$ cat src/rtl/gbpc_ram.sv
// ----------------------------------------------------------------------------
// gbpc_ram
// Generic simple dual-port RAM, one write and one registered read port.
// ----------------------------------------------------------------------------
module gbpc_ram #(
  parameter int WIDTH = 8,
  parameter int DEPTH = 256
) (
  input  logic                     clk,
  input  logic                     we,
  input  logic [$clog2(DEPTH)-1:0] waddr,
  input  logic [WIDTH-1:0]         wdata,
  input  logic                     re,
  input  logic [$clog2(DEPTH)-1:0] raddr,
  output logic [WIDTH-1:0]         rdata
);

  logic [WIDTH-1:0] mem [DEPTH];

  always_ff @(posedge clk) begin
    if (we) begin
      mem[waddr] <= wdata;
    end
    if (re) begin
      rdata <= mem[raddr];
    end
  end

endmodule

$ cat config.mk
export PLATFORM = sky130hd
export DESIGN_NAME = gbpc_ram
export DESIGN_NICKNAME = d
export VERILOG_FILES = /design/src/rtl/gbpc_ram.sv
export SDC_FILE = /design/constraint.sdc
export NUM_CORES = 2
export LEC_CHECK = 0
export BUFFER_PORTS_ARGS = -buffer_cell sky130_fd_sc_hd__buf_2
export CELL_PAD_IN_SITES_DETAIL_PLACEMENT = 1
export CELL_PAD_IN_SITES_GLOBAL_PLACEMENT = 2
export CORE_ASPECT_RATIO = 0.75
export CORE_MARGIN = 1.5
export CORE_UTILIZATION = 55
export DETAILED_ROUTE_END_ITERATION = 16
export HOLD_SLACK_MARGIN = 0.03
export PLACE_DENSITY_LB_ADDON = 0.1
export SETUP_SLACK_MARGIN = 0.02
export SYNTH_ARGS = -nofsm -noshare
export SYNTH_HDL_FRONTEND = slang
export SYNTH_SLANG_ARGS = --single-unit
$ cat constraint.sdc
create_clock -name clk -period 5.35 [get_ports clk]
set_input_delay 0.535 -clock clk [delete_from_list [all_inputs] [get_ports clk]]
set_output_delay 0.535 -clock clk [all_outputs]
set_load 0.05 [all_outputs]
==> out/results.txt <==
Outcome -> finished with violations
Failing checks -> capacitance limit, slew limit
Yosys warnings -> 0
CP max FO -> 69
Max Root-Sink Buffers -> 3
Num CTS Buffers -> 191
Die W -> 442 um
Routed met2 length -> 98000 um
Synth Register Bits -> 2056
Dpl hpwl -> 131000 um
Setup TNS -> 0 ns
Post-place instance area -> 0.0819 sq mm
Dpl cells -> 5528
Final Max Slew Viols -> 2
Die area -> 0.147 sq mm
RSZ-0062 raised after global routing -> false
Routed vias/inst -> 6.71
Sink Count -> 2056
CP delay by family, top -> simple AND/OR/NAND/NOR gates
Clock skew -> 0.0230 ns
Post-CTS sizing -> 0
Syn_area_per_cell -> 21.3 sq um
Leakage -> 27.1 nW
Core area -> 0.143 sq mm
Slowest CP cell -> nor4_1
DRT antenna net count -> 0
Via Count -> 39458
CTS tree -> done
Initial antenna violation count -> 15
Commonest non-fill, non-tap cell in the layout -> edfxtp_1
Routed WL per cell -> 36.1 um
Register area share after synthesis -> 77.5%
Fin nets -> 3857
Ys async rst share -> 0%
DR pass1 iterations -> 6
DRT met1 WL -> 92000 um
Post-CTS Setup Inserts -> 0
Finished Layout Cells -> 5884
Crit Path Class -> in -> reg
DRC -> 0
Main area contributors after synthesis -> edfxtp_1 (78%), mux4_2 (13%), mux2i_1 (1.7%)
WP data required -> 5.87 ns
First-pass GRT wire length -> 306000 um
Total gr overflow -> 0
Worst Hold Class -> in -> reg
Total GRT Usage -> 29.3%
WL met3 -> 16700 um
Worst EP arrival -> 4.26 ns
Tightest Pin Transition -> 1.61 ns
Io pins -> 35
Largest net degree at the start of global routing -> 175
Share of layout cells above drive strength 1 -> 22.3%
Count of cell types in the netlist -> 54
Post-synth top area share -> 77.5%
Hold buffer count at cts -> 0
Drt total wl -> 213000 um
Switching Share -> 21.2%
Clock Latency Late Sink -> 0.83 ns
F_max -> 267 MHz
Max cap viols -> 1
Post-layout min period -> 3.74 ns
Internal power -> 26.1 mW
Mapped Cells -> 3733
Placer congestion estimate -> 0.857
Final Cell Area -> 0.0881 sq mm
Sequential Power Share -> 53.8%
Max VDD drop -> 0.329 mV
Setup Viol. Count Final -> 0
Syn nets -> 3760
Number of synthesized flops with an enable pin -> 2056
Clock network fraction of total power -> 41.2%
Area Growth Syn to Fin -> 10.6%
Root Buffer Master -> clkbuf_16
Main synth FF type -> edfxtp_1
Type of origin of the critical path -> input pin
Total power per unit cell area -> 376 mW/mm^2
Hold slack final -> 0.183 ns
Max Used Layer -> met5
Core Util, Final -> 61.5%
Worst Setup End Kind -> flip-flop
Vias in the first global route -> 40539
Crit path cell chain -> buf_8, nand2_1, o221ai_1, o22ai_1, nor3_1, nor4_1, nor4_2
Yosys top cell by area -> edfxtp_1
Slowest cell delay on critical path -> 1.33 ns
Die Height -> 333 um
CP bufs+invs -> 1
CTS HTree Levels -> 4
Tcrit/Tclk final -> 69.9%
Max_slew headroom -> -8.35%
Port bufs -> 34
Most frequent cells in the layout -> edfxtp_1 (2056), mux4_2 (454), nor2_1 (279)
Switching pwr -> 7.03 mW
Initial Util -> 55.6%
Starting DRT DRC Count -> 4872
Rows -> 120
Logic pwr share -> 5.0%
Final Hold Vio Count -> 0
Synth Cell Area -> 0.0796 sq mm
Clock-pin slew on the worst setup and hold paths -> 0.07 ns
-- sequential cells by signal, indices dropped and copies added, names as in the netlist --
register  cells
rdata         8
mem        2048
-- cell usage after synthesis (3+ instances only) --
| library cell | instances |
|---|---|
| a221oi_1 | 13 |
| mux4_2 | 454 |
| buf_8 | 13 |
| buf_2 | 31 |
| o22a_1 | 5 |
| and2_1 | 6 |
| mux2i_1 | 134 |
| nand4_1 | 10 |
| buf_6 | 21 |
| edfxtp_1 | 2056 |
| o32ai_1 | 4 |
| buf_1 | 22 |
| nor2b_1 | 31 |
| nand3_1 | 34 |
| a22oi_1 | 133 |
| o221ai_1 | 46 |
| nand2b_1 | 8 |
| nand2_1 | 33 |
| buf_12 | 8 |
| a211oi_1 | 16 |
| nor2_1 | 282 |
| a22o_1 | 8 |
| a21oi_1 | 96 |
| or2_2 | 4 |
| nor3_1 | 22 |
| buf_4 | 27 |
| clkbuf_1 | 111 |
| o21ai_0 | 10 |
| nor4_2 | 3 |
| o211ai_1 | 10 |
| o22ai_1 | 28 |
| nor4_1 | 24 |
-- power groups by stage --
stage	Sequential (mW)	Clock, mW	Combinational, mW
after floorplan	18.1	0	0.863
after global placement	18.1	0	1.61
after detailed placement	18.1	0	1.65
after CTS	17.8	13.8	1.66
after global routing	17.8	14.3	1.73
final	17.8	13.6	1.66
-- layout make-up --
cell class,instances,area [sq um]
fillers,11710,55100
flip-flops and latches,2056,61700
multi-input cells,1442,16500
inverters,2,7.51
clock buffers,231,5060
diodes,7,17.5
well taps,1891,2370
clock inverters,118,1120
repair buffers,137,1270
-- metal layers --
metal  vias to the layer above  track usage [%]
li1                      15887                -
met1                     21448             45.0
met2                      1802             44.1
met3                       319             4.57
met4                         2             8.61
met5                         -                0
-- stage by stage --
stage	total power, mW	setup slack (ns)
3_5_place_dp	19.8	0.979
5_1_grt	33.8	1.72
2_1_floorplan	19.0	2.74
4_1_cts	33.2	1.87
6_report	33.1	1.61
3_3_place_gp	19.7	0.710
-- path summary, 6_finish.rpt --
path                     from       end  slack, ns  depth (start not counted)
hold / removal             re  rdata[5]       0.18                          1
setup reg to reg  mem[215][2]  rdata[2]       2.11                          5
hold reg to reg    mem[60][1]  rdata[1]       1.12                          6
setup / recovery     raddr[1]  rdata[2]       1.61                          7
-- logic make-up (layout without fill, tap and decap cells) --
group / count (synthesis) / count (layout) / share of synthesized area (%)
AND/OR/NAND/NOR: 466 / 466 / 2.63
AO/OA/AOI/OAI: 385 / 385 / 3.42
flip-flops: 2056 / 2056 / 77.5
buffers and inverters: 235 / 488 / 1.83
multiplexers: 591 / 591 / 14.6
other: 0 / 7 / 0
No activity file was read; power rests on OpenSTA's default activity.
