### src/rtl/gbpc_pkg.sv
// ----------------------------------------------------------------------------
// gbpc_pkg
// Shared types, constants and helpers of the graph search engine.
// ----------------------------------------------------------------------------
package gbpc_pkg;

  localparam int MAX_NODES   = 32;
  localparam int MAX_DEGREE  = 32;
  localparam int MAX_RESULTS = 32;
  localparam int NODE_W      = 5;
  localparam int CNT_W       = 6;
  localparam int LIST_AW     = 10;
  localparam int LIST_DEPTH  = MAX_NODES * MAX_DEGREE;
  localparam int PADDR_W     = 3;

  // register indexes (paddr[2])
  localparam logic REG_USER_COUNT = 1'b0;

  // operation codes
  localparam logic [2:0] OP_ADD     = 3'd0;
  localparam logic [2:0] OP_REMOVE  = 3'd1;
  localparam logic [2:0] OP_PATH    = 3'd2;
  localparam logic [2:0] OP_GROUPS  = 3'd3;
  localparam logic [2:0] OP_SUGGEST = 3'd4;

  // status codes
  localparam logic [1:0] ST_OK   = 2'd0;
  localparam logic [1:0] ST_MISS = 2'd1;
  localparam logic [1:0] ST_ERR  = 2'd2;

  typedef struct packed {
    logic [2:0]        op;
    logic [NODE_W-1:0] node_a;
    logic [NODE_W-1:0] node_b;
  } req_t;

  typedef struct packed {
    logic [1:0]        status;
    logic [NODE_W-1:0] node;
    logic [NODE_W-1:0] group_index;
    logic [NODE_W-1:0] score;
    logic              last;
  } result_t;

  // one result from the sequencer to the output stage
  typedef struct packed {
    logic              valid;
    logic              fin;
    logic [1:0]        status;
    logic [NODE_W-1:0] node;
    logic [NODE_W-1:0] group_index;
    logic [NODE_W-1:0] score;
  } put_t;

  // mutual count saturates at 31
  function automatic logic [NODE_W-1:0] sat_score(input logic [CNT_W-1:0] v);
    sat_score = v[CNT_W-1] ? '1 : v[NODE_W-1:0];
  endfunction

endpackage

### src/rtl/gbpc_out.sv
// ----------------------------------------------------------------------------
// gbpc_out
// Result stage: holds one result back so the final one can carry last,
// and drops anything past the result limit.
// ----------------------------------------------------------------------------
module gbpc_out (
  input  logic              clk,
  input  logic              rst,
  input  gbpc_pkg::put_t    put,
  output gbpc_pkg::result_t result,
  output logic              result_strobe
);
  import gbpc_pkg::*;

  result_t          pend;
  logic             pend_v;
  logic [CNT_W-1:0] nres;
  logic             take;

  assign take = put.valid & (nres < CNT_W'(MAX_RESULTS));

  // control
  always_ff @(posedge clk) begin
    if (rst) begin
      pend_v        <= 1'b0;
      nres          <= '0;
      result_strobe <= 1'b0;
    end else begin
      result_strobe <= 1'b0;
      if (put.fin) begin
        result_strobe <= pend_v;
        pend_v        <= 1'b0;
        nres          <= '0;
      end else if (take) begin
        result_strobe <= pend_v;
        pend_v        <= 1'b1;
        nres          <= nres + 1'b1;
      end
    end
  end

  // payload
  always_ff @(posedge clk) begin
    if (put.fin) begin
      result <= '{status: pend.status, node: pend.node,
                  group_index: pend.group_index, score: pend.score, last: 1'b1};
    end else if (take) begin
      result <= pend;
      pend   <= '{status: put.status, node: put.node,
                  group_index: put.group_index, score: put.score, last: 1'b0};
    end
  end

  a_fin_has_pend: assert property (@(posedge clk) disable iff (rst)
    put.fin |-> pend_v) else $error("finish with no result held");

endmodule

### config.mk
export PLATFORM = sky130hd
export DESIGN_NAME = gbpc_out
export DESIGN_NICKNAME = d
export VERILOG_FILES = /design/src/rtl/gbpc_pkg.sv /design/src/rtl/gbpc_out.sv
export SDC_FILE = /design/constraint.sdc
export NUM_CORES = 1
export LEC_CHECK = 0
export ABC_CLOCK_PERIOD_IN_PS = 1780
export BUFFER_PORTS_ARGS = -buffer_cell sky130_fd_sc_hd__buf_2
export CORE_MARGIN = 5
export CORE_UTILIZATION = 53
export CTS_BUF_LIST = sky130_fd_sc_hd__clkbuf_2
export DETAILED_ROUTE_END_ITERATION = 10
export PLACE_DENSITY = 0.84
export SLEW_MARGIN = 20
export SYNTH_ARGS = -nofsm -noshare
export SYNTH_HDL_FRONTEND = slang
export SYNTH_SLANG_ARGS = --single-unit
### constraint.sdc
create_clock -name clk -period 1.78 [get_ports clk]
set_input_delay 0.356 -clock clk [delete_from_list [all_inputs] [get_ports clk]]
set_output_delay 0.356 -clock clk [all_outputs]
set_load 0.05 [all_outputs]
==> flow_summary.json <==
{
  "syn-instance-count": 93,
  "slew_headroom": 0.8305,
  "yosys.area.top_type": "edfxtp_1",
  "nets": 162,
  "cp_top_family": "flip-flops",
  "hold_violations": 0,
  "synth_xor_area_frac": 0.01155,
  "core_area_um2": 2758,
  "dp_hpwl_um": 1775,
  "critPathSlowestCell": "edfxtp_1",
  "power_switching_w": 0.0004995,
  "synth_mux_area_frac": 0,
  "synth_area_per_cell_um2": 16.31,
  "fmax_mhz": 718.9,
  "ir_drop_mv": 0.9998,
  "ys_seq_area_frac": 0.7921,
  "postRouteAntennaNets": 0,
  "pwr-share-clk": 0.262,
  "cp_num_buf_inv": 1,
  "cpPeakStageDelay_ns": 0.43,
  "ys_types": 25,
  "seqPwrFrac": 0.602,
  "grt_pass1_vias": 908,
  "leakage_nw": 0.7264,
  "status": "completed",
  "ctsResizeCount": 0,
  "synth-seq-cells": 43,
  "synth.top_cell.area_share": 0.6733,
  "arrival_ns": 1.03,
  "ys_warn_count": 0,
  "syn_nets": 115,
  "finalNonFillerCells": 172,
  "synthTopCellsByArea": "edfxtp_1 (67%), dfxtp_1 (12%), nor2b_1 (7.0%)",
  "synth_fa_ha_area_frac": 0.008251,
  "route.met2.wl_um": 1268,
  "gp_congestion": 0.7219,
  "vias": 846,
  "grt_pass1_wl_um": 3905,
  "portBuffers": 39,
  "cts.sink_count": 43,
  "initial_core_util": 0.5499,
  "cts.htree.levels": 2,
  "antenna_found_initial": 0,
  "die_h_um": 63.49,
  "crit_type": "register to output port",
  "top_layer": "met4",
  "num_io_pins": 40,
  "rows": 19,
  "path_clk_slew_ns": 0.19,
  "worst_pin_slew_ns": 0.2560,
  "cts_tree": "done",
  "internal_power_w": 0.001459,
  "cts-root-buf": "clkbuf_2",
  "path_cells": "buf_2",
  "post_cts_buffers": 0,
  "synth_top_family_by_area": "simple AND/OR/NAND/NOR gates",
  "dieArea_um2": 4031,
  "swShare": 0.2551,
  "layout_min_cycle_time_ns": 1.391,
  "slew_violations": 0,
  "critPathCaptureType": "output port",
  "wl_met1_um": 934,
  "syn-cell-area_um2": 1516,
  "grtUsageTotal": 0.1319,
  "numCtsBuffers": 5,
  "fin_crit_sh": 0.7814,
  "synth-simple-area-share": 0.1460,
  "dp_cells": 164,
  "area_growth_syn_to_layout_pct": 20.13,
  "power_w": 0.001958,
  "drive_above_1_share": 0.3830,
  "die_x_um": 63.49,
  "postCtsHoldBufs": 0,
  "hp-class": "input port to register",
  "firstDrtPassIters": 4,
  "antenna_cells": 0,
  "grt-ovfl-total": 0,
  "synth-compound-area-share": 0.02970,
  "drcViolationCount": 0,
  "rsz0062_at_grt": "no",
  "setup_tns_ns": 0,
  "startpoint_type": "register",
  "wl_per_cell_um": 13.91,
  "timing.final.setup_violations": 0,
  "p_per_area_nw_per_um2": 1075,
  "totalWireLength_um": 2392,
  "clk_latency_ns": 0.38,
  "finClkSkew_ns": 0.01155,
  "clk_path_buf_depth": 2,
  "grt_max_degree": 19,
  "worst-path-max-fanout": 1,
  "drv_cap": 0,
  "via_per_inst": 4.919,
  "required_ns": 1.42,
  "dr_wl_met3_um": 172,
  "pwr-share-comb": 0.136,
  "drt_iter0_drc": 24
}
-- synthesized netlist by cell type --
cell type	number
nand3_1	1
or2_1	1
ha_1	1
nand2b_1	1
o21ai_0	2
xor2_1	1
nand3b_1	1
nand4_1	1
or3_1	2
a21o_2	1
o21a_1	1
nor2_1	7
xnor2_1	1
nand2_1	3
nor3b_2	1
nor2b_1	17
nor2_4	1
inv_1	1
a21oi_1	2
a21oi_2	1
buf_6	1
edfxtp_1	34
and2b_4	1
clkbuf_1	1
dfxtp_1	9
-- final timing paths --
kind / end / startpoint / cells past startpoint / slack, ns
worst max-delay path: result[14] / result[14]$_DFFE_PP_ / 1 / 0.39
worst min-delay path: pend[10]$_DFFE_PP_ / put[9] / 1 / 0.13
worst max register to register: result[1]$_DFFE_PP_ / nres[5]$_SDFFE_PP0N_ / 4 / 0.45
worst min register to register: result[0]$_SDFFE_PP1N_ / result[0]$_SDFFE_PP1N_ / 1 / 0.50
-- cell families (layout without fill, tap and decap cells) --
family	after synthesis	count (layout)
AO/OA/AOI/OAI	7	7
XOR/XNOR	2	2
adder cells (fa/ha/maj)	1	1
buffers and inverters	3	51
flip-flops	43	43
AND/OR/NAND/NOR	37	37
-- routing by layer --
metal	global-route usage	vias up
li1	-	422
met1	0.1371	392
met2	0.2170	30
met3	0.06217	2
met4	0.07273	0
met5	0	-
-- stage by stage --
stage	hold WS (ns)	util	setup slack, ns	cell area [µm²]
after floorplan	0.4255	-	0.1545	1516
after global placement	0.4442	0.6375	0.4412	1758
after detailed placement	0.4628	0.6375	0.3854	1758
after CTS	0.09548	0.6606	0.3462	1822
after global routing	0.04916	0.6606	0.2682	1822
final	0.1277	0.6606	0.3890	1822
-- cells in the final DEF, fill, tap and decap left out, drive strengths merged --
cell type,synthesis,layout
buf,1,42
edfxtp,34,34
nor2b,17,17
dfxtp,9,9
nor2,8,8
clkbuf,1,5
nand2,3,3
a21oi,3,3
o21ai,2,2
or3,2,2
clkinv,0,2
and2b,1,1
inv,1,1
nand2b,1,1
nand3b,1,1
or2,1,1
nand3,1,1
xor2,1,1
xnor2,1,1
nor3b,1,1
nand4,1,1
o21a,1,1
a21o,1,1
ha,1,1
bufinv,0,1
-- registers in the layout, summed over array words and instances (netlist names) --
| register | cells |
|---|---|
| pend | 17 |
| result_strobe | 1 |
| nres | 6 |
| pend_v | 1 |
| result | 18 |
-- final cells by class --
cell class / count / area (µm²)
sequential: 43 / 1201
clock inverter: 3 / 38.79
multi-input combinational: 47 / 296.5
inverter: 1 / 3.754
timing repair buffer: 42 / 217.7
fill: 198 / 935.9
clock buffer: 5 / 25.02
tap: 31 / 38.79
-- power by group through the flow --
stage / logic [W] / registers, W / clock network (W)
2_1_floorplan: 0.0000505 / 0.00134 / 0
3_3_place_gp: 0.000265 / 0.00120 / 0
3_5_place_dp: 0.000271 / 0.00120 / 0
4_1_cts: 0.000270 / 0.00118 / 0.000535
5_1_grt: 0.000281 / 0.00119 / 0.000591
6_report: 0.000267 / 0.00118 / 0.000513
Power figures use the tool's default switching activity.
