### src/rtl/gbpc_pkg.sv
// ----------------------------------------------------------------------------
// gbpc_pkg
// Shared types, constants and helpers of the graph search engine.
// ----------------------------------------------------------------------------
package gbpc_pkg;

  localparam int MAX_NODES   = 32;
  localparam int MAX_DEGREE  = 32;
  localparam int MAX_RESULTS = 32;
  localparam int NODE_W      = 5;
  localparam int CNT_W       = 6;
  localparam int LIST_AW     = 10;
  localparam int LIST_DEPTH  = MAX_NODES * MAX_DEGREE;
  localparam int PADDR_W     = 3;

  // register indexes (paddr[2])
  localparam logic REG_USER_COUNT = 1'b0;

  // operation codes
  localparam logic [2:0] OP_ADD     = 3'd0;
  localparam logic [2:0] OP_REMOVE  = 3'd1;
  localparam logic [2:0] OP_PATH    = 3'd2;
  localparam logic [2:0] OP_GROUPS  = 3'd3;
  localparam logic [2:0] OP_SUGGEST = 3'd4;

  // status codes
  localparam logic [1:0] ST_OK   = 2'd0;
  localparam logic [1:0] ST_MISS = 2'd1;
  localparam logic [1:0] ST_ERR  = 2'd2;

  typedef struct packed {
    logic [2:0]        op;
    logic [NODE_W-1:0] node_a;
    logic [NODE_W-1:0] node_b;
  } req_t;

  typedef struct packed {
    logic [1:0]        status;
    logic [NODE_W-1:0] node;
    logic [NODE_W-1:0] group_index;
    logic [NODE_W-1:0] score;
    logic              last;
  } result_t;

  // one result from the sequencer to the output stage
  typedef struct packed {
    logic              valid;
    logic              fin;
    logic [1:0]        status;
    logic [NODE_W-1:0] node;
    logic [NODE_W-1:0] group_index;
    logic [NODE_W-1:0] score;
  } put_t;

  // mutual count saturates at 31
  function automatic logic [NODE_W-1:0] sat_score(input logic [CNT_W-1:0] v);
    sat_score = v[CNT_W-1] ? '1 : v[NODE_W-1:0];
  endfunction

endpackage

### src/rtl/gbpc_apb.sv
// ----------------------------------------------------------------------------
// gbpc_apb
// Configuration register block: user count, clamped to the node limit.
// ----------------------------------------------------------------------------
module gbpc_apb (
  input  logic                          clk,
  input  logic                          rst,
  input  logic                          psel,
  input  logic                          penable,
  input  logic                          pwrite,
  input  logic [gbpc_pkg::PADDR_W-1:0]  paddr,
  input  logic [31:0]                   pwdata,
  output logic [31:0]                   prdata,
  output logic                          pready,
  output logic [gbpc_pkg::CNT_W-1:0]    user_active
);
  import gbpc_pkg::*;

  logic [CNT_W-1:0] user_count;
  logic             wr_en;

  assign pready = 1'b1;
  assign wr_en  = psel & penable & pwrite & pready & (paddr[2] == REG_USER_COUNT);

  // register write
  always_ff @(posedge clk) begin
    if (rst) begin
      user_count <= '0;
    end else if (wr_en) begin
      user_count <= pwdata[CNT_W-1:0];
    end
  end

  // read back
  assign prdata = (paddr[2] == REG_USER_COUNT) ? {{(32-CNT_W){1'b0}}, user_count} : '0;

  // nodes in use, never above the node limit
  assign user_active = (user_count > CNT_W'(MAX_NODES)) ? CNT_W'(MAX_NODES) : user_count;

endmodule

### config.mk
export PLATFORM = sky130hd
export DESIGN_NAME = gbpc_apb
export DESIGN_NICKNAME = d
export VERILOG_FILES = /design/src/rtl/gbpc_pkg.sv /design/src/rtl/gbpc_apb.sv
export SDC_FILE = /design/constraint.sdc
export NUM_CORES = 1
export LEC_CHECK = 0
export CELL_PAD_IN_SITES_DETAIL_PLACEMENT = 0
export CELL_PAD_IN_SITES_GLOBAL_PLACEMENT = 1
export CORE_UTILIZATION = 30
export DETAILED_ROUTE_END_ITERATION = 16
export DONT_BUFFER_PORTS = 1
export HOLD_SLACK_MARGIN = 0.03
export PLACE_DENSITY = 0.66
export SETUP_SLACK_MARGIN = 0.4
export SLEW_MARGIN = 20
export SYNTH_ARGS = -nofsm -noshare
export SYNTH_HDL_FRONTEND = slang
export SYNTH_SLANG_ARGS = --single-unit
### constraint.sdc
create_clock -name clk -period 1 [get_ports clk]
set_input_delay 0.2 -clock clk [delete_from_list [all_inputs] [get_ports clk]]
set_output_delay 0.2 -clock clk [all_outputs]
set_load 0.01 [all_outputs]
==> results.json, run 1 <==
{
  "drt_iter0_drc": 2,
  "fill_cells": 202,
  "failed_checks": "negative setup slack",
  "antenna_found_initial": 0,
  "met1_usage_pct": 8.531,
  "clk_latency_ns": 0.24,
  "core_mm2": 0.001764,
  "hold_viol_final": 0,
  "drc": 0,
  "reg2regPathDepth": 2,
  "cts_max_level": 1,
  "required_ns": 0.80,
  "netlist_top_cells_area": "buf_4 (35%), dfxtp_1 (21%), nand2b_1 (13%), mux2i_1 (10%), and2b_2 (9.1%)",
  "synth_area_um2": 578.1,
  "powerDensity_mw_per_mm2": 1013,
  "drive_gt1_share_pct": 27.94,
  "slowest_delay_ns": 0.38,
  "largest_register_ffs": 6,
  "routed_wl_um": 791,
  "total_power_uw": 549.0,
  "cts_tree": "yes",
  "crit_path_start_kind": "register",
  "path_clk_slew_ns": 0.04,
  "period_needed_ns": 1.042,
  "critPathKind": "register to output pin",
  "synth-seq-cells": 6,
  "yosys_warnings": 0,
  "pwr-share-comb_pct": 15.7,
  "insertedDiodeCount": 0,
  "netSwitchingFraction_pct": 26.09,
  "mostFrequentLayoutCells": "conb_1 (27), nand2b_1 (12), and2b_2 (6), mux2i_1 (6), dfxtp_2 (5)",
  "via_per_inst": 3.613,
  "regMostFlops": "user_count",
  "crit_chain": "and2b_2",
  "fin_crit_sh_pct": 104.2,
  "cts_buffers": 3,
  "reg_top3": "user_count x6",
  "use_met2_pct": 10.70,
  "cap_violations": 0,
  "synth_seq_area_share_pct": 20.78,
  "p_switching_uw": 143.2,
  "cts-root-buf": "clkbuf_4",
  "mostFrequentLayoutCell": "conb_1",
  "met3_usage_pct": 4.365,
  "drt_pass1_iterations": 2,
  "setup_violations": 4,
  "endpoint": "prdata[5]",
  "grt_pass1_wl_um": 1062,
  "gr-total-overflow": 0,
  "fmax_mhz": 960.0,
  "rows": 15,
  "min_path_type": "input port to register",
  "cp-end-kind": "output pin",
  "status": "complete, but fails checks",
  "vdd_drop_max_uv": 279.5,
  "place_inst": 89,
  "grt_pass1_vias": 227,
  "rsz0062_at_grt": "true",
  "layout.cells.non_filler": 93,
  "slew_violations": 0,
  "synth_cells": 68,
  "clock-sinks": 6,
  "synth_area_per_cell_um2": 8.501,
  "port_buffers": 0,
  "fin_nets": 110,
  "setup_ws_ns": -0.04161,
  "num_vias": 336,
  "seqPwrFrac_pct": 45.5,
  "critical_path_buf_inv_count": 0,
  "yosysTopAreaCell": "buf_4",
  "r2r-end": "user_count[5]",
  "critPathMaxFanout": 8,
  "crit_path_start": "user_count[5]",
  "busiest_layer": "met2",
  "cp.arrival_ns": 0.84,
  "io_pins": 79,
  "crit_cells": 1,
  "die_area_mm2": 0.002106,
  "die_h_um": 45.90,
  "start_util_pct": 32.77,
  "p_int_uw": 405.8,
  "worstReg2RegStart": "user_count[5]",
  "synth_top_area_share_pct": 35.06,
  "clock_skew_ns": 0,
  "synth_cell_types": 10,
  "pwr-share-clk_pct": 38.8,
  "regToRegSetupSlack_ns": 0.35,
  "worst_path_max_delay_cell": "dfxtp_4",
  "ant_nets": 0,
  "leakagePower_uw": 0.0002627,
  "grt_max_degree": 13,
  "ctsHoldBuffers": 0,
  "cpLargestDelayFamily": "flip-flops",
  "grt_util_all_layers_pct": 7.861,
  "wire_per_inst_um": 8.505,
  "die_w_um": 45.90,
  "area_growth_pct": -6.277,
  "gp_congestion": 0.5641,
  "dp_hpwl_um": 629.2,
  "cts_buffer_depth": 2
}
cell type report:
class                      count  area, um^2  share of cell area, %
sequential                     6       130.1                  24.02
tap                           25       31.28                  5.774
clock buffer                   3       22.52                  4.157
multi-input combinational     57       335.3                  61.89
timing repair buffer           2       22.52                  4.157
power groups by stage:
stage	registers (uW)	logic, uW	clock network, uW
6_report	250	86.2	213
3_5_place_dp	255	81.9	0
5_1_grt	250	98.1	245
3_3_place_gp	255	81.5	0
4_1_cts	249	84.9	231
2_1_floorplan	253	163	0
per-stage QoR:
step | TNS (ns) | utilization [%] | hold slack, ns | setup WS (ns) | instance area, um^2
global route | -0.3778 | 30.71 | 0.1114 | -0.08050 | 541.8
detailed placement | 0 | 27.73 | 0.3653 | 0.06195 | 489.2
CTS | -0.2404 | 30.57 | 0.09663 | -0.05388 | 539.3
floorplan | 0 | - | 0.3547 | 0.2091 | 673.1
finish | -0.1336 | 30.71 | 0.1053 | -0.04161 | 541.8
global placement | 0 | 27.73 | 0.3601 | 0.06455 | 489.2
cells by family after synthesis:
logic type / count (synthesis) / synth area share, %
other cells: 2 / 1.299
simple gates: 24 / 29.22
flops: 6 / 20.78
buf+inv: 30 / 38.31
mux: 6 / 10.39
worst register-to-register path, stage by stage (launching register included):
cell and delay [ns]:
dfxtp_4 0.40, nand2b_1 0.07, mux2i_1 0.10
how the worst min path moves through the flow:
stage / start / to / slack (ns) / cells after the start
after floorplan: pwdata[0] / user_count[0] / 0.35 / 2
after global placement: pwdata[1] / user_count[1] / 0.36 / 2
after detailed placement: pwdata[5] / user_count[5] / 0.37 / 2
after CTS: pwdata[5] / user_count[5] / 0.1 / 2
after global routing: pwdata[2] / user_count[2] / 0.11 / 2
final: pwdata[5] / user_count[5] / 0.11 / 2
metal layers:
metal / share of wire (%) / vias to the layer above
met5: 0 / -
met4: 1.3 / 0
met3: 14 / 4
met2: 47 / 31
met1: 38 / 146
li1: - / 155
repair_timing:
item / 4_1_cts / 5_1_grt
buffers inserted: 1 / 0
pin swaps: 0 / 0
gates resized for setup: 10 / 1
endpoints found under the setup margin: 15 / 18
synth_stat cells (all sizes together):
| cell type | instances |
|---|---|
| buf | 28 |
| nand2b | 12 |
| and2b | 6 |
| dfxtp | 6 |
| mux2i | 6 |
| nor2b | 5 |
| clkbuf | 2 |
| conb | 2 |
| and4b | 1 |
No activity file was read; power rests on OpenSTA's default activity.
==> inputs of run 2 (changes only) <==
--- a/config.mk
+++ b/config.mk
@@ -12,7 +12,7 @@
 export DONT_BUFFER_PORTS = 1
 export HOLD_SLACK_MARGIN = 0.03
 export PLACE_DENSITY = 0.66
-export SETUP_SLACK_MARGIN = 0.4
+export SETUP_SLACK_MARGIN = 0.1
 export SLEW_MARGIN = 20
 export SYNTH_ARGS = -nofsm -noshare
 export SYNTH_HDL_FRONTEND = slang
==> results.json, run 2 (synthesis gave the netlist of run 1 again) <==
{
  "status": "complete, but fails checks",
  "failed_checks": "negative setup slack",
  "slowest_delay_ns": 0.37,
  "routed_wl_um": 812,
  "setup_ws_ns": -0.03775,
  "num_vias": 329,
  "multiInputGateArea_um2": 332.8,
  "regToRegSetupSlack_ns": 0.34,
  "drt_pass1_iterations": 2,
  "port_buffers": 0,
  "cts_buffer_depth": 2,
  "gr-total-overflow": 0,
  "crit_chain": "and2b_2",
  "cpLargestDelayFamily": "flip-flops",
  "layout.cells.non_filler": 94,
  "grt_pass1_wl_um": 1028,
  "drc": 0,
  "cts_tree": "yes",
  "wire_per_inst_um": 8.638,
  "powerDensity_mw_per_mm2": 1027,
  "die_area_mm2": 0.002106,
  "critPathKind": "register to output pin",
  "cts-root-buf": "clkbuf_4",
  "cp.arrival_ns": 0.84,
  "min_path_type": "input port to register",
  "cap_violations": 0,
  "start_util_pct": 32.77,
  "r2r-end": "user_count[1]",
  "rsz0062_at_grt": "true",
  "required_ns": 0.80,
  "period_needed_ns": 1.038,
  "critical_path_buf_inv_count": 0,
  "grt_util_all_layers_pct": 7.108,
  "fin_crit_sh_pct": 103.8,
  "io_pins": 79,
  "dp_hpwl_um": 641.5,
  "hold_viol_final": 0,
  "grt_max_degree": 13,
  "largest_register_ffs": 6,
  "crit_path_start_kind": "register",
  "regMostFlops": "user_count",
  "slew_violations": 0,
  "worstHoldPathCells": 2,
  "drive_gt1_share_pct": 27.54,
  "total_power_uw": 553.9,
  "ff_latch_area_um2": 130.1,
  "worstHoldEndpoint": "user_count[5]",
  "fmax_mhz": 963.6,
  "reg_top3": "user_count x6",
  "core_mm2": 0.001764,
  "cts_max_level": 1,
  "whs_ns": 0.1005,
  "grt_pass1_vias": 242,
  "hp-start": "pwdata[5]",
  "via_per_inst": 3.500,
  "worstReg2RegStart": "user_count[1]",
  "clock_skew_ns": 0,
  "setup_violations": 5,
  "drt_iter0_drc": 3,
  "ant_nets": 0,
  "fill_cells": 195,
  "place_inst": 89,
  "post-route-util_pct": 30.57,
  "fin_nets": 111,
  "cp-end-kind": "output pin",
  "gp_congestion": 0.6652,
  "insertedDiodeCount": 0,
  "area_growth_pct": -6.710,
  "die_h_um": 45.90,
  "ctsHoldBuffers": 0,
  "clk_latency_ns": 0.24,
  "critPathMaxFanout": 8,
  "rows": 15,
  "path_clk_slew_ns": 0.04,
  "antenna_found_initial": 0,
  "mostFrequentLayoutCells": "conb_1 (27), nand2b_1 (12), and2b_2 (6), mux2i_1 (6), dfxtp_2 (5)",
  "cts_buffers": 3,
  "leakagePower_uw": 0.0002666,
  "reg2regPathDepth": 3,
  "die_w_um": 45.90,
  "worst_path_max_delay_cell": "dfxtp_4",
  "clock-sinks": 6,
  "vdd_drop_max_uv": 262.9,
  "mostFrequentLayoutCell": "conb_1"
}
[run 2: cell types whose count changed in the layout (fill, tap and decap cells not counted)]
cell     delta
nor2b_2     -1
buf_6       -2
nor2b_1     +1
buf_4       +3
[run 2: worst max path at each step]
stage | start | endpoint | slack, ns | depth (start not counted)
after global routing | user_count[5] | user_active[3] | -0.09 | 1
after CTS | user_count[5] | user_active[0] | -0.05 | 1
after detailed placement | user_count[5] | prdata[5] | 0.06 | 1
after global placement | user_count[5] | prdata[5] | 0.06 | 1
after floorplan | paddr[2] | user_count[0] | 0.21 | 3
final | user_count[5] | prdata[5] | -0.04 | 1
[run 2: per-stage QoR]
stage / setup TNS, ns / instance area (um^2) / worst slack [ns]
5_1_grt: -0.4618 / 539.3 / -0.08629
3_3_place_gp: 0 / 489.2 / 0.05999
2_1_floorplan: 0 / 671.9 / 0.2091
4_1_cts: -0.2407 / 539.3 / -0.05321
6_report: -0.1436 / 539.3 / -0.03775
3_5_place_dp: 0 / 489.2 / 0.05966
[run 2: power by group]
part	internal, uW	leakage, uW	switching [uW]
Combinational	26.0	0.000201	60.1
Sequential	244	0.0000518	5.45
Clock	135	0.0000138	82.9
[run 2: repair_timing]
action	4_1_cts	5_1_grt
setup buffers	2	0
resized for setup	8	0
pin swaps	0	0
setup endpoints to repair	12	11
[run 2: area by class of cell]
class,count,area share [%]
multi-input combinational,57,61.72
sequential,6,24.13
tap,25,5.800
clock buffer,3,4.176
timing repair buffer,3,4.176
[run 2: metal layers]
layer / global-route usage, % / up-vias / wire (um)
li1: - / 156 / -
met3: 4.365 / 0 / 152
met5: 0 / - / 0
met4: 3.529 / 0 / 0
met1: 7.981 / 137 / 315
met2: 10.42 / 36 / 344
