==> config.mk <==
export PLATFORM = sky130hd
export DESIGN_NAME = gbpc_seq
export DESIGN_NICKNAME = d
export VERILOG_FILES = /design/src/rtl/gbpc_pkg.sv /design/src/rtl/gbpc_seq.sv
export SDC_FILE = /design/constraint.sdc
export NUM_CORES = 2
export LEC_CHECK = 0
export ABC_AREA = 1
export BUFFER_PORTS_ARGS = -buffer_cell sky130_fd_sc_hd__buf_4
export CORE_MARGIN = 2
export CORE_UTILIZATION = 40
export CTS_CLUSTER_DIAMETER = 200
export CTS_CLUSTER_SIZE = 14
export DETAILED_ROUTE_END_ITERATION = 8
export HOLD_SLACK_MARGIN = 0.02
export MAX_ROUTING_LAYER = met4
export PLACE_DENSITY_LB_ADDON = 0.12
export SLEW_MARGIN = 15
export SYNTH_ARGS = -nofsm -noshare
export SYNTH_HDL_FRONTEND = slang
export SYNTH_SLANG_ARGS = --single-unit
==> constraint.sdc <==
create_clock -name clk -period 8.27 [get_ports clk]
set_input_delay 2.481 -clock clk [delete_from_list [all_inputs] [get_ports clk]]
set_output_delay 2.481 -clock clk [all_outputs]
set_load 0.01 [all_outputs]
==> src/rtl/gbpc_pkg.sv <==
// ----------------------------------------------------------------------------
// gbpc_pkg
// Shared types, constants and helpers of the graph search engine.
// ----------------------------------------------------------------------------
package gbpc_pkg;

  localparam int MAX_NODES   = 32;
  localparam int MAX_DEGREE  = 32;
  localparam int MAX_RESULTS = 32;
  localparam int NODE_W      = 5;
  localparam int CNT_W       = 6;
  localparam int LIST_AW     = 10;
  localparam int LIST_DEPTH  = MAX_NODES * MAX_DEGREE;
  localparam int PADDR_W     = 3;

  // register indexes (paddr[2])
  localparam logic REG_USER_COUNT = 1'b0;

  // operation codes
  localparam logic [2:0] OP_ADD     = 3'd0;
  localparam logic [2:0] OP_REMOVE  = 3'd1;
  localparam logic [2:0] OP_PATH    = 3'd2;
  localparam logic [2:0] OP_GROUPS  = 3'd3;
  localparam logic [2:0] OP_SUGGEST = 3'd4;

  // status codes
  localparam logic [1:0] ST_OK   = 2'd0;
  localparam logic [1:0] ST_MISS = 2'd1;
  localparam logic [1:0] ST_ERR  = 2'd2;

  typedef struct packed {
    logic [2:0]        op;
    logic [NODE_W-1:0] node_a;
    logic [NODE_W-1:0] node_b;
  } req_t;

  typedef struct packed {
    logic [1:0]        status;
    logic [NODE_W-1:0] node;
    logic [NODE_W-1:0] group_index;
    logic [NODE_W-1:0] score;
    logic              last;
  } result_t;

  // one result from the sequencer to the output stage
  typedef struct packed {
    logic              valid;
    logic              fin;
    logic [1:0]        status;
    logic [NODE_W-1:0] node;
    logic [NODE_W-1:0] group_index;
    logic [NODE_W-1:0] score;
  } put_t;

  // mutual count saturates at 31
  function automatic logic [NODE_W-1:0] sat_score(input logic [CNT_W-1:0] v);
    sat_score = v[CNT_W-1] ? '1 : v[NODE_W-1:0];
  endfunction

endpackage

==> src/rtl/gbpc_seq.sv <==
// ----------------------------------------------------------------------------
// gbpc_seq
// Sequencer: one list-scan unit over the neighbour memory, reused for
// edge lookup, removal, breadth-first search and suggestion tallies.
// ----------------------------------------------------------------------------
module gbpc_seq (
  input  logic                          clk,
  input  logic                          rst,
  input  logic                          start,
  input  gbpc_pkg::req_t                req,
  input  logic [gbpc_pkg::CNT_W-1:0]    nn,
  output logic                          busy,
  output gbpc_pkg::put_t                put,
  output logic                          ram_we,
  output logic [gbpc_pkg::LIST_AW-1:0]  ram_waddr,
  output logic [gbpc_pkg::NODE_W-1:0]   ram_wdata,
  output logic                          ram_re,
  output logic [gbpc_pkg::LIST_AW-1:0]  ram_raddr,
  input  logic [gbpc_pkg::NODE_W-1:0]   ram_rdata
);
  import gbpc_pkg::*;

  typedef enum logic [14:0] {
    S_IDLE      = 15'b000000000000001,
    S_CHK       = 15'b000000000000010,
    S_SCAN      = 15'b000000000000100,
    S_ADD_A     = 15'b000000000001000,
    S_ADD_B     = 15'b000000000010000,
    S_ADD_W2    = 15'b000000000100000,
    S_BFS_NEXT  = 15'b000000001000000,
    S_PATH_WALK = 15'b000000010000000,
    S_PATH_OUT  = 15'b000000100000000,
    S_GRP_NEXT  = 15'b000001000000000,
    S_GRP_OUT   = 15'b000010000000000,
    S_SG_FETCH  = 15'b000100000000000,
    S_SG_FWAIT  = 15'b001000000000000,
    S_SG_OUT    = 15'b010000000000000,
    S_FIN       = 15'b100000000000000
  } state_t;

  typedef enum logic [2:0] {
    M_FIND    = 3'd0,
    M_DROP_A  = 3'd1,
    M_DROP_B  = 3'd2,
    M_BFS     = 3'd3,
    M_SG_MARK = 3'd4,
    M_SG_CAND = 3'd5
  } mode_t;

  state_t state, state_next;
  mode_t  mode, mode_next, launch_mode;

  logic [2:0]        op;
  logic [NODE_W-1:0] a, b;

  // scan unit
  logic [NODE_W-1:0] sc_node, sc_node_next, launch_node;
  logic [CNT_W-1:0]  sc_cnt, sc_cnt_next, sc_idx, sc_idx_next, rd_idx, rd_idx_next;
  logic              rd_v, rd_v_next, launch;

  logic              found, found_next, tgt_en, tgt_en_next;
  logic [MAX_NODES-1:0] visited, visited_next;
  logic [CNT_W-1:0]  qhead, qhead_next, qtail, qtail_next;
  logic [CNT_W-1:0]  oi, oi_next, gi, gi_next, grp, grp_next;
  logic [CNT_W-1:0]  ncand, ncand_next, best, best_next, sg_i, sg_i_next;
  logic [CNT_W-1:0]  cnt_q, cnt_q_next;
  logic [NODE_W-1:0] cur, cur_next;

  // scratch stores and neighbour counts
  logic [CNT_W-1:0]  cnt   [MAX_NODES];
  logic [NODE_W-1:0] pred  [MAX_NODES];
  logic [NODE_W-1:0] queue [MAX_NODES];
  logic [NODE_W-1:0] cand  [MAX_NODES];
  logic [CNT_W-1:0]  tally [MAX_NODES];

  logic [NODE_W-1:0] cnt_ra, q_ra, cand_ra, tally_ra;
  logic [CNT_W-1:0]  cnt_rd, tally_rd;
  logic [NODE_W-1:0] q_rd, cand_rd;

  logic              cnt_we, pred_we, q_we, cand_we, tally_we, tally_clr;
  logic [NODE_W-1:0] cnt_wa, pred_wa, q_wa, cand_wa, tally_wa;
  logic [CNT_W-1:0]  cnt_wd, tally_wd;
  logic [NODE_W-1:0] pred_wd, q_wd, cand_wd;

  logic              a_ok, b_ok, v_ok;
  logic [NODE_W-1:0] drop_tgt;

  assign busy = (state != S_IDLE);
  assign a_ok = {1'b0, a} < nn;
  assign b_ok = {1'b0, b} < nn;
  assign v_ok = {1'b0, ram_rdata} < nn;
  assign drop_tgt = (mode == M_DROP_A) ? b : a;

  // read ports of the small stores
  always_comb begin
    unique case (state)
      S_SCAN, S_ADD_B:  cnt_ra = b;
      S_BFS_NEXT:       cnt_ra = q_rd;
      S_SG_FWAIT:       cnt_ra = ram_rdata;
      default:          cnt_ra = a;
    endcase
    q_ra     = (state == S_GRP_OUT) ? oi[NODE_W-1:0] : qhead[NODE_W-1:0];
    cand_ra  = (state == S_PATH_OUT) ? NODE_W'(oi - 1'b1) : oi[NODE_W-1:0];
    tally_ra = (state == S_SG_OUT) ? cand_rd : ram_rdata;
  end

  assign cnt_rd   = cnt[cnt_ra];
  assign q_rd     = queue[q_ra];
  assign cand_rd  = cand[cand_ra];
  assign tally_rd = tally[tally_ra];

  // sequencer
  always_comb begin
    state_next   = state;
    mode_next    = mode;
    sc_node_next = sc_node;
    sc_cnt_next  = sc_cnt;
    sc_idx_next  = sc_idx;
    rd_v_next    = 1'b0;
    rd_idx_next  = sc_idx;
    found_next   = found;
    tgt_en_next  = tgt_en;
    visited_next = visited;
    qhead_next   = qhead;
    qtail_next   = qtail;
    oi_next      = oi;
    gi_next      = gi;
    grp_next     = grp;
    ncand_next   = ncand;
    best_next    = best;
    sg_i_next    = sg_i;
    cnt_q_next   = cnt_q;
    cur_next     = cur;
    launch       = 1'b0;
    launch_node  = a;
    launch_mode  = mode;
    cnt_we = 1'b0; cnt_wa = a;        cnt_wd = '0;
    pred_we = 1'b0; pred_wa = ram_rdata; pred_wd = sc_node;
    q_we = 1'b0;   q_wa = qtail[NODE_W-1:0]; q_wd = ram_rdata;
    cand_we = 1'b0; cand_wa = ncand[NODE_W-1:0]; cand_wd = ram_rdata;
    tally_we = 1'b0; tally_wa = ram_rdata; tally_wd = tally_rd + 1'b1;
    tally_clr = 1'b0;
    ram_we = 1'b0; ram_waddr = '0; ram_wdata = '0;
    ram_re = 1'b0; ram_raddr = {sc_node, sc_idx[NODE_W-1:0]};
    put = '0;

    unique case (state)
      S_IDLE: begin
        if (start) begin
          state_next = S_CHK;
        end
      end

      // decode the request
      S_CHK: begin
        state_next = S_FIN;
        case (op)
          OP_ADD, OP_REMOVE, OP_PATH: begin
            found_next = 1'b0;
            if (!(a_ok && b_ok)) begin
              put.valid = 1'b1; put.status = ST_ERR;
            end else if (op == OP_ADD) begin
              if (a == b) begin
                put.valid = 1'b1; put.status = ST_MISS;
              end else begin
                launch = 1'b1; launch_node = a; launch_mode = M_FIND;
              end
            end else if (op == OP_REMOVE) begin
              launch = 1'b1; launch_node = a; launch_mode = M_DROP_A;
            end else if (a == b) begin
              put.valid = 1'b1; put.status = ST_MISS;
            end else begin
              visited_next    = '0;
              visited_next[a] = 1'b1;
              q_we = 1'b1; q_wa = '0; q_wd = a;
              qtail_next  = CNT_W'(1);
              qhead_next  = '0;
              tgt_en_next = 1'b1;
              state_next  = S_BFS_NEXT;
            end
          end
          OP_GROUPS: begin
            if (nn == '0) begin
              put.valid = 1'b1; put.status = ST_MISS;
            end else begin
              visited_next = '0;
              gi_next      = '0;
              grp_next     = '0;
              tgt_en_next  = 1'b0;
              state_next   = S_GRP_NEXT;
            end
          end
          OP_SUGGEST: begin
            if (!a_ok) begin
              put.valid = 1'b1; put.status = ST_ERR;
            end else begin
              visited_next    = '0;
              visited_next[a] = 1'b1;
              tally_clr  = 1'b1;
              ncand_next = '0;
              best_next  = '0;
              launch = 1'b1; launch_node = a; launch_mode = M_SG_MARK;
            end
          end
          default: begin
            put.valid = 1'b1; put.status = ST_ERR;
          end
        endcase
      end

      // list scan: issue one read a cycle, handle its data in the cycle after
      S_SCAN: begin
        if (sc_idx < sc_cnt) begin
          ram_re      = 1'b1;
          rd_v_next   = 1'b1;
          sc_idx_next = sc_idx + 1'b1;
        end
        if (rd_v) begin
          unique case (mode)
            M_FIND: begin
              if (ram_rdata == b) found_next = 1'b1;
            end
            M_DROP_A, M_DROP_B: begin
              if (found) begin
                ram_we    = 1'b1;
                ram_waddr = {sc_node, NODE_W'(rd_idx - 1'b1)};
                ram_wdata = ram_rdata;
              end else if (ram_rdata == drop_tgt) begin
                found_next = 1'b1;
              end
            end
            M_BFS: begin
              if (v_ok && !visited[ram_rdata]) begin
                visited_next[ram_rdata] = 1'b1;
                pred_we = 1'b1;
                if (!qtail[CNT_W-1]) begin
                  q_we       = 1'b1;
                  qtail_next = qtail + 1'b1;
                end
                if (tgt_en && ram_rdata == b) found_next = 1'b1;
              end
            end
            M_SG_MARK: begin
              visited_next[ram_rdata] = 1'b1;
            end
            M_SG_CAND: begin
              if (v_ok && !visited[ram_rdata]) begin
                if (tally_rd == '0 && !ncand[CNT_W-1]) begin
                  cand_we    = 1'b1;
                  ncand_next = ncand + 1'b1;
                end
                tally_we = 1'b1;
                if (tally_wd > best) best_next = tally_wd;
              end
            end
            default: ;
          endcase
        end
        // scan finished
        if (sc_idx >= sc_cnt && !rd_v) begin
          unique case (mode)
            M_FIND: begin
              if (found) begin
                put.valid = 1'b1; put.status = ST_MISS;
                state_next = S_FIN;
              end else begin
                state_next = S_ADD_A;
              end
            end
            M_DROP_A: begin
              if (!found) begin
                put.valid = 1'b1; put.status = ST_MISS;
                state_next = S_FIN;
              end else begin
                cnt_we = 1'b1; cnt_wa = a; cnt_wd = sc_cnt - 1'b1;
                found_next = 1'b0;
                launch = 1'b1; launch_node = b; launch_mode = M_DROP_B;
              end
            end
            M_DROP_B: begin
              if (found) begin
                cnt_we = 1'b1; cnt_wa = b; cnt_wd = sc_cnt - 1'b1;
              end
              put.valid  = 1'b1; put.status = ST_OK;
              state_next = S_FIN;
            end
            M_BFS: begin
              qhead_next = qhead + 1'b1;
              state_next = S_BFS_NEXT;
            end
            M_SG_MARK: begin
              sg_i_next  = '0;
              state_next = S_SG_FETCH;
            end
            M_SG_CAND: begin
              state_next = S_SG_FETCH;
            end
            default: state_next = S_FIN;
          endcase
        end
      end

      // edge insert, one list at a time
      S_ADD_A: begin
        if (cnt_rd >= CNT_W'(MAX_DEGREE)) begin
          put.valid = 1'b1; put.status = ST_ERR;
          state_next = S_FIN;
        end else begin
          cnt_q_next = cnt_rd;
          state_next = S_ADD_B;
        end
      end
      S_ADD_B: begin
        if (cnt_rd >= CNT_W'(MAX_DEGREE)) begin
          put.valid = 1'b1; put.status = ST_ERR;
          state_next = S_FIN;
        end else begin
          ram_we = 1'b1; ram_waddr = {a, cnt_q[NODE_W-1:0]}; ram_wdata = b;
          cnt_we = 1'b1; cnt_wa = a; cnt_wd = cnt_q + 1'b1;
          cnt_q_next = cnt_rd;
          state_next = S_ADD_W2;
        end
      end
      S_ADD_W2: begin
        ram_we = 1'b1; ram_waddr = {b, cnt_q[NODE_W-1:0]}; ram_wdata = a;
        cnt_we = 1'b1; cnt_wa = b; cnt_wd = cnt_q + 1'b1;
        put.valid  = 1'b1; put.status = ST_OK;
        state_next = S_FIN;
      end

      // breadth-first search: next queue entry
      S_BFS_NEXT: begin
        if (qhead < qtail && !found) begin
          launch = 1'b1; launch_node = q_rd; launch_mode = M_BFS;
        end else if (op == OP_PATH) begin
          if (found) begin
            cur_next   = b;
            oi_next    = '0;
            state_next = S_PATH_WALK;
          end else begin
            put.valid = 1'b1; put.status = ST_MISS;
            state_next = S_FIN;
          end
        end else begin
          oi_next    = '0;
          state_next = S_GRP_OUT;
        end
      end

      // follow predecessors from target back to source
      S_PATH_WALK: begin
        cand_we = 1'b1; cand_wa = oi[NODE_W-1:0]; cand_wd = cur;
        oi_next = oi + 1'b1;
        if (cur == a) begin
          state_next = S_PATH_OUT;
        end else begin
          cur_next = pred[cur];
        end
      end
      S_PATH_OUT: begin
        put.valid = 1'b1; put.status = ST_OK; put.node = cand_rd;
        oi_next   = oi - 1'b1;
        if (oi == CNT_W'(1)) state_next = S_FIN;
      end

      // components: find the next unvisited node
      S_GRP_NEXT: begin
        if (gi >= nn) begin
          state_next = S_FIN;
        end else if (visited[gi[NODE_W-1:0]]) begin
          gi_next = gi + 1'b1;
        end else begin
          visited_next[gi[NODE_W-1:0]] = 1'b1;
          q_we = 1'b1; q_wa = '0; q_wd = gi[NODE_W-1:0];
          qtail_next = CNT_W'(1);
          qhead_next = '0;
          found_next = 1'b0;
          state_next = S_BFS_NEXT;
        end
      end
      S_GRP_OUT: begin
        put.valid = 1'b1; put.status = ST_OK;
        put.node = q_rd; put.group_index = grp[NODE_W-1:0];
        oi_next = oi + 1'b1;
        if (oi + 1'b1 == qtail) begin
          grp_next   = grp + 1'b1;
          gi_next    = gi + 1'b1;
          state_next = S_GRP_NEXT;
        end
      end

      // suggestion: walk the asking node's friends
      S_SG_FETCH: begin
        if (sg_i < cnt_rd) begin
          ram_re     = 1'b1;
          ram_raddr  = {a, sg_i[NODE_W-1:0]};
          state_next = S_SG_FWAIT;
        end else if (ncand == '0) begin
          put.valid = 1'b1; put.status = ST_MISS;
          state_next = S_FIN;
        end else begin
          oi_next    = '0;
          state_next = S_SG_OUT;
        end
      end
      S_SG_FWAIT: begin
        sg_i_next = sg_i + 1'b1;
        if (v_ok) begin
          launch = 1'b1; launch_node = ram_rdata; launch_mode = M_SG_CAND;
        end else begin
          state_next = S_SG_FETCH;
        end
      end
      S_SG_OUT: begin
        if (tally_rd == best) begin
          put.valid = 1'b1; put.status = ST_OK;
          put.node  = cand_rd; put.score = sat_score(best);
        end
        oi_next = oi + 1'b1;
        if (oi + 1'b1 == ncand) state_next = S_FIN;
      end

      S_FIN: begin
        put.fin    = 1'b1;
        state_next = S_IDLE;
      end

      default: state_next = S_IDLE;
    endcase

    // start a list scan
    if (launch) begin
      sc_node_next = launch_node;
      sc_cnt_next  = cnt_rd;
      sc_idx_next  = '0;
      mode_next    = launch_mode;
      state_next   = S_SCAN;
    end
  end

  // control registers
  always_ff @(posedge clk) begin
    if (rst) begin
      state   <= S_IDLE;
      mode    <= M_FIND;
      rd_v    <= 1'b0;
      found   <= 1'b0;
      tgt_en  <= 1'b0;
      visited <= '0;
      qhead   <= '0;
      qtail   <= '0;
      sc_idx  <= '0;
      sc_cnt  <= '0;
    end else begin
      state   <= state_next;
      mode    <= mode_next;
      rd_v    <= rd_v_next;
      found   <= found_next;
      tgt_en  <= tgt_en_next;
      visited <= visited_next;
      qhead   <= qhead_next;
      qtail   <= qtail_next;
      sc_idx  <= sc_idx_next;
      sc_cnt  <= sc_cnt_next;
    end
  end

  // working registers
  always_ff @(posedge clk) begin
    if (start && !busy) begin
      op <= req.op;
      a  <= req.node_a;
      b  <= req.node_b;
    end
    sc_node <= sc_node_next;
    rd_idx  <= rd_idx_next;
    oi      <= oi_next;
    gi      <= gi_next;
    grp     <= grp_next;
    ncand   <= ncand_next;
    best    <= best_next;
    sg_i    <= sg_i_next;
    cnt_q   <= cnt_q_next;
    cur     <= cur_next;
  end

  // neighbour counts
  always_ff @(posedge clk) begin
    if (rst) begin
      for (int i = 0; i < MAX_NODES; i++) cnt[i] <= '0;
    end else if (cnt_we) begin
      cnt[cnt_wa] <= cnt_wd;
    end
  end

  // search scratch
  always_ff @(posedge clk) begin
    if (pred_we) pred[pred_wa] <= pred_wd;
    if (q_we)    queue[q_wa]   <= q_wd;
    if (cand_we) cand[cand_wa] <= cand_wd;
    if (tally_clr) begin
      for (int i = 0; i < MAX_NODES; i++) tally[i] <= '0;
    end else if (tally_we) begin
      tally[tally_wa] <= tally_wd;
    end
  end

  a_qtail_bound: assert property (@(posedge clk) disable iff (rst)
    qtail <= CNT_W'(MAX_NODES)) else $error("queue tail past node limit");

  a_scan_bound: assert property (@(posedge clk) disable iff (rst)
    state == S_SCAN |-> sc_idx <= sc_cnt) else $error("scan index past count");

  a_fin_idle: assert property (@(posedge clk) disable iff (rst)
    state == S_FIN |=> state == S_IDLE) else $error("finish not followed by idle");

endmodule

==> flow_metrics.py <==
metrics = {
    "placed_design": {
        "portBuffers": 73,
        "place_ws_ns": -0.120,
        "routabilityCongestion": 0.995,
        "dp_hpwl_um": 109000,
    },
    "sta": {
        "slew_headroom": 0.135,
        "finalSetupViolCount": 0,
        "fmax_mhz": 123,
        "tns_ns": 0,
        "fin_skew_ns": 0.0328,
        "hold_violations": 0,
        "worst_pin_slew_ns": 1.29,
        "fin_ws_ns": 0.159,
        "maxSlewViolCount": 0,
        "final.period_utilization": 0.981,
        "fin_crit_ns": 8.11,
        "rsz0062_at_grt": "true",
    },
    "floorplan": {
        "die_area_mm2": 0.127,
        "ioPinCount": 74,
        "rows": 129,
        "coreArea_mm2": 0.123,
        "fp.dieH_um": 357,
        "die_w_um": 357,
        "initial_utilization": 0.403,
    },
    "routing": {
        "routed-via-count": 39000,
        "drt_iter0_drc": 4238,
        "vias_per_cell": 5.68,
        "dr.pass1.iters": 6,
        "ant_nets": 0,
        "drc": 0,
        "wl_per_cell_um": 24.2,
        "postRouteWirelength_um": 166000,
    },
    "clocking": {
        "cts-root-buf": "clkbuf_16",
        "cts_sinks": 1015,
        "ctsHoldBuffers": 0,
        "htreeDepth": 3,
        "clock_latency_ns": 0.70,
        "clock_path_buffers": 3,
        "numCtsBuffers": 82,
        "cts_tree": "built",
        "clkTransAtPathRegs_ns": 0.08,
    },
    "grt": {
        "grt_pass1_vias": 37000,
        "antenna_found_initial": 4,
        "grt_use_total": 0.262,
        "grt.overflow.total": 0,
        "grt_max_degree": 76,
        "grt_pass1_wl_um": 243000,
    },
    "synth": {
        "ys_ff_latch": 1015,
        "async_flop_share": 0,
        "synth-edff-count": 928,
        "synth_fp_nets": 5105,
        "yosysWarningCount": 0,
        "synth_cell_type_count": 68,
        "synth_cells": 5018,
        "avgSynthCellArea_um2": 9.91,
        "synth_top_area_cell": "edfxtp_1",
        "seq_area_frac_synth": 0.595,
        "synthFlopType": "edfxtp_1",
        "synth.top_cell.area_share": 0.560,
        "synth_area_mm2": 0.0497,
        "synth_area_leaders": "edfxtp_1 (56%), nand2_1 (5.7%), nor2_1 (5.5%), nand3_1 (4.6%), dfxtp_1 (3.5%)",
    },
    "worst_setup_path": {
        "worstReg2RegEnd": "best[2]$_SDFFCE_PN0P_",
        "reg2reg_depth": 37,
        "crit_family": "simple AND/OR/NAND/NOR gates",
        "crit_fanout": 23,
        "crit_path_start_kind": "flop",
        "slowest_delay_ns": 0.70,
        "worstPathArrival_ns": 5.63,
        "crit_required_ns": 5.79,
        "regToRegSetupSlack_ns": 2.02,
        "crit_type": "flop to primary output",
        "cp_slowest_cell": "o221ai_1",
        "crit_path_end_kind": "primary output",
        "path_buf_inv": 8,
        "worstReg2RegStart": "state[13]$_SDFFE_PP0P_",
    },
    "layout": {
        "area_growth_pct": 15.4,
        "nFillCells": 11600,
        "drive_gt1_frac": 0.145,
        "fin_util": 0.465,
        "nNetsFinal": 5273,
        "final_cell_mix": "edfxtp_1 (928), nand2_1 (718), nor2_1 (710)",
        "final_common_cell": "edfxtp_1",
    },
    "hold_path": {
        "min_path_cells": 0,
        "hold_class": "flop to flop",
        "min_from": "rd_idx_next[1]$_SDFFE_PP0P_",
        "hold_end": "rd_idx[1]$_DFF_P_",
    },
    "pwr": {
        "power_frac_clock": 0.325,
        "switchingPower_mw": 3.34,
        "power_density_mw_per_mm2": 202,
        "combPwrFrac": 0.174,
        "p_sw_frac": 0.289,
        "internal_power_mw": 8.24,
        "ir_drop_uv": 151,
        "p_leak_nw": 20.9,
        "power_frac_seq": 0.500,
    },
    "job": {
        "drv_cap": 0,
    },
    "run_status": {
        "status": "completed",
    },
}
==> state kept, by name (all words and copies together) (netlist names), 15 cells and up, named ones only <==
name	cells
cnt	192
tally	192
pred	160
state	15
visited	32
cand	160
queue	160
==> power groups by stage <==
stage | Clock [mW] | Combinational, mW | Sequential (mW)
after floorplan | 0 | 1.04 | 5.86
after global placement | 0 | 1.70 | 5.90
after detailed placement | 0 | 1.70 | 5.90
after CTS | 3.83 | 1.88 | 5.79
after global routing | 4.00 | 2.17 | 5.80
final | 3.77 | 2.02 | 5.79
==> how the worst max path moves through the flow <==
stage / from / end / slack [ns] / cells after the start
after floorplan: ram_rdata[0] / ram_raddr[0] / 0.04 / 20
after global placement: ram_rdata[1] / ram_raddr[2] / -0.09 / 24
after detailed placement: ram_rdata[1] / put[2] / -0.12 / 18
after CTS: state[7]$_SDFFE_PP0P_ / put[18] / 0.008 / 35
after global routing: state[3]$_SDFFE_PP0P_ / put[18] / -0.09 / 35
final: state[13]$_SDFFE_PP0P_ / ram_waddr[9] / 0.16 / 28
==> per-stage QoR <==
| step | total power [mW] | cells | hold slack, ns | instance area [µm²] |
|---|---|---|---|---|
| final | 11.6 | 6870 | 0.426 | 57400 |
| after detailed placement | 7.60 | 6632 | 0.411 | 52800 |
| after CTS | 11.5 | 6824 | 0.419 | 56400 |
| after floorplan | 6.90 | 5018 | 0.367 | 49700 |
| after global routing | 12.0 | 6870 | 0.435 | 57400 |
| after global placement | 7.60 | 6632 | 0.416 | 52800 |
==> layout make-up <==
type                    count  area (µm²)  area share
clock buffers             123        2230      0.0388
multi-input cells        3276       17900       0.312
inverters                 440        1710      0.0298
diodes                      2        5.00   0.0000872
clock inverters             6        78.8     0.00137
flip-flops and latches   1015       29600       0.516
repair buffers            371        3800      0.0662
well taps                1637        2050      0.0357
==> Yosys cell counts (10+ instances only) <==
cell type and n:
edfxtp_1 928, nand2_1 750, nor2_1 725, nand3_1 455
inv_1 417, o21ai_0 298, a21oi_1 169, o211ai_1 166
nor3_1 154, clkbuf_1 137, buf_2 91, dfxtp_1 87
ha_1 60, mux2i_1 44, o22ai_1 38, xor2_1 35
nor3_2 33, a211oi_1 28, buf_4 27, mux2_2 27
o221ai_1 27, nor2_2 25, nand4_1 24, o311ai_0 18
buf_1 17, buf_6 16, o21bai_1 15, a221oi_1 14
a311oi_1 14, inv_2 13, nor4_1 13, or2_2 12
a22oi_1 11, o21ai_1 11, a31oi_1 10, nand2_2 10
==> routing by layer <==
metal / routed length, µm / track usage / vias up
met5: 0 / - / -
met4: 4600 / 0.0749 / 0
met3: 13900 / 0.0482 / 239
met2: 71600 / 0.375 / 1616
met1: 76200 / 0.378 / 19200
li1: - / - / 18000
==> cells by family after synthesis <==
family,after synthesis,synth area share
AND/OR/NAND/NOR,2229,0.195
flip-flops,1015,0.595
AO/OA/AOI/OAI,870,0.110
buffers and inverters,728,0.0617
multiplexers,71,0.0150
adder cells (fa/ha/maj),60,0.0151
XOR/XNOR,45,0.00822
==> timing repair <==
item	4_1_cts	5_1_grt
buffers inserted	47	36
resized for setup	97	150
cloned	16	10
pin swaps	33	63
setup endpoints to repair	28	37
Note: power is estimated with default switching activity, not from simulation.
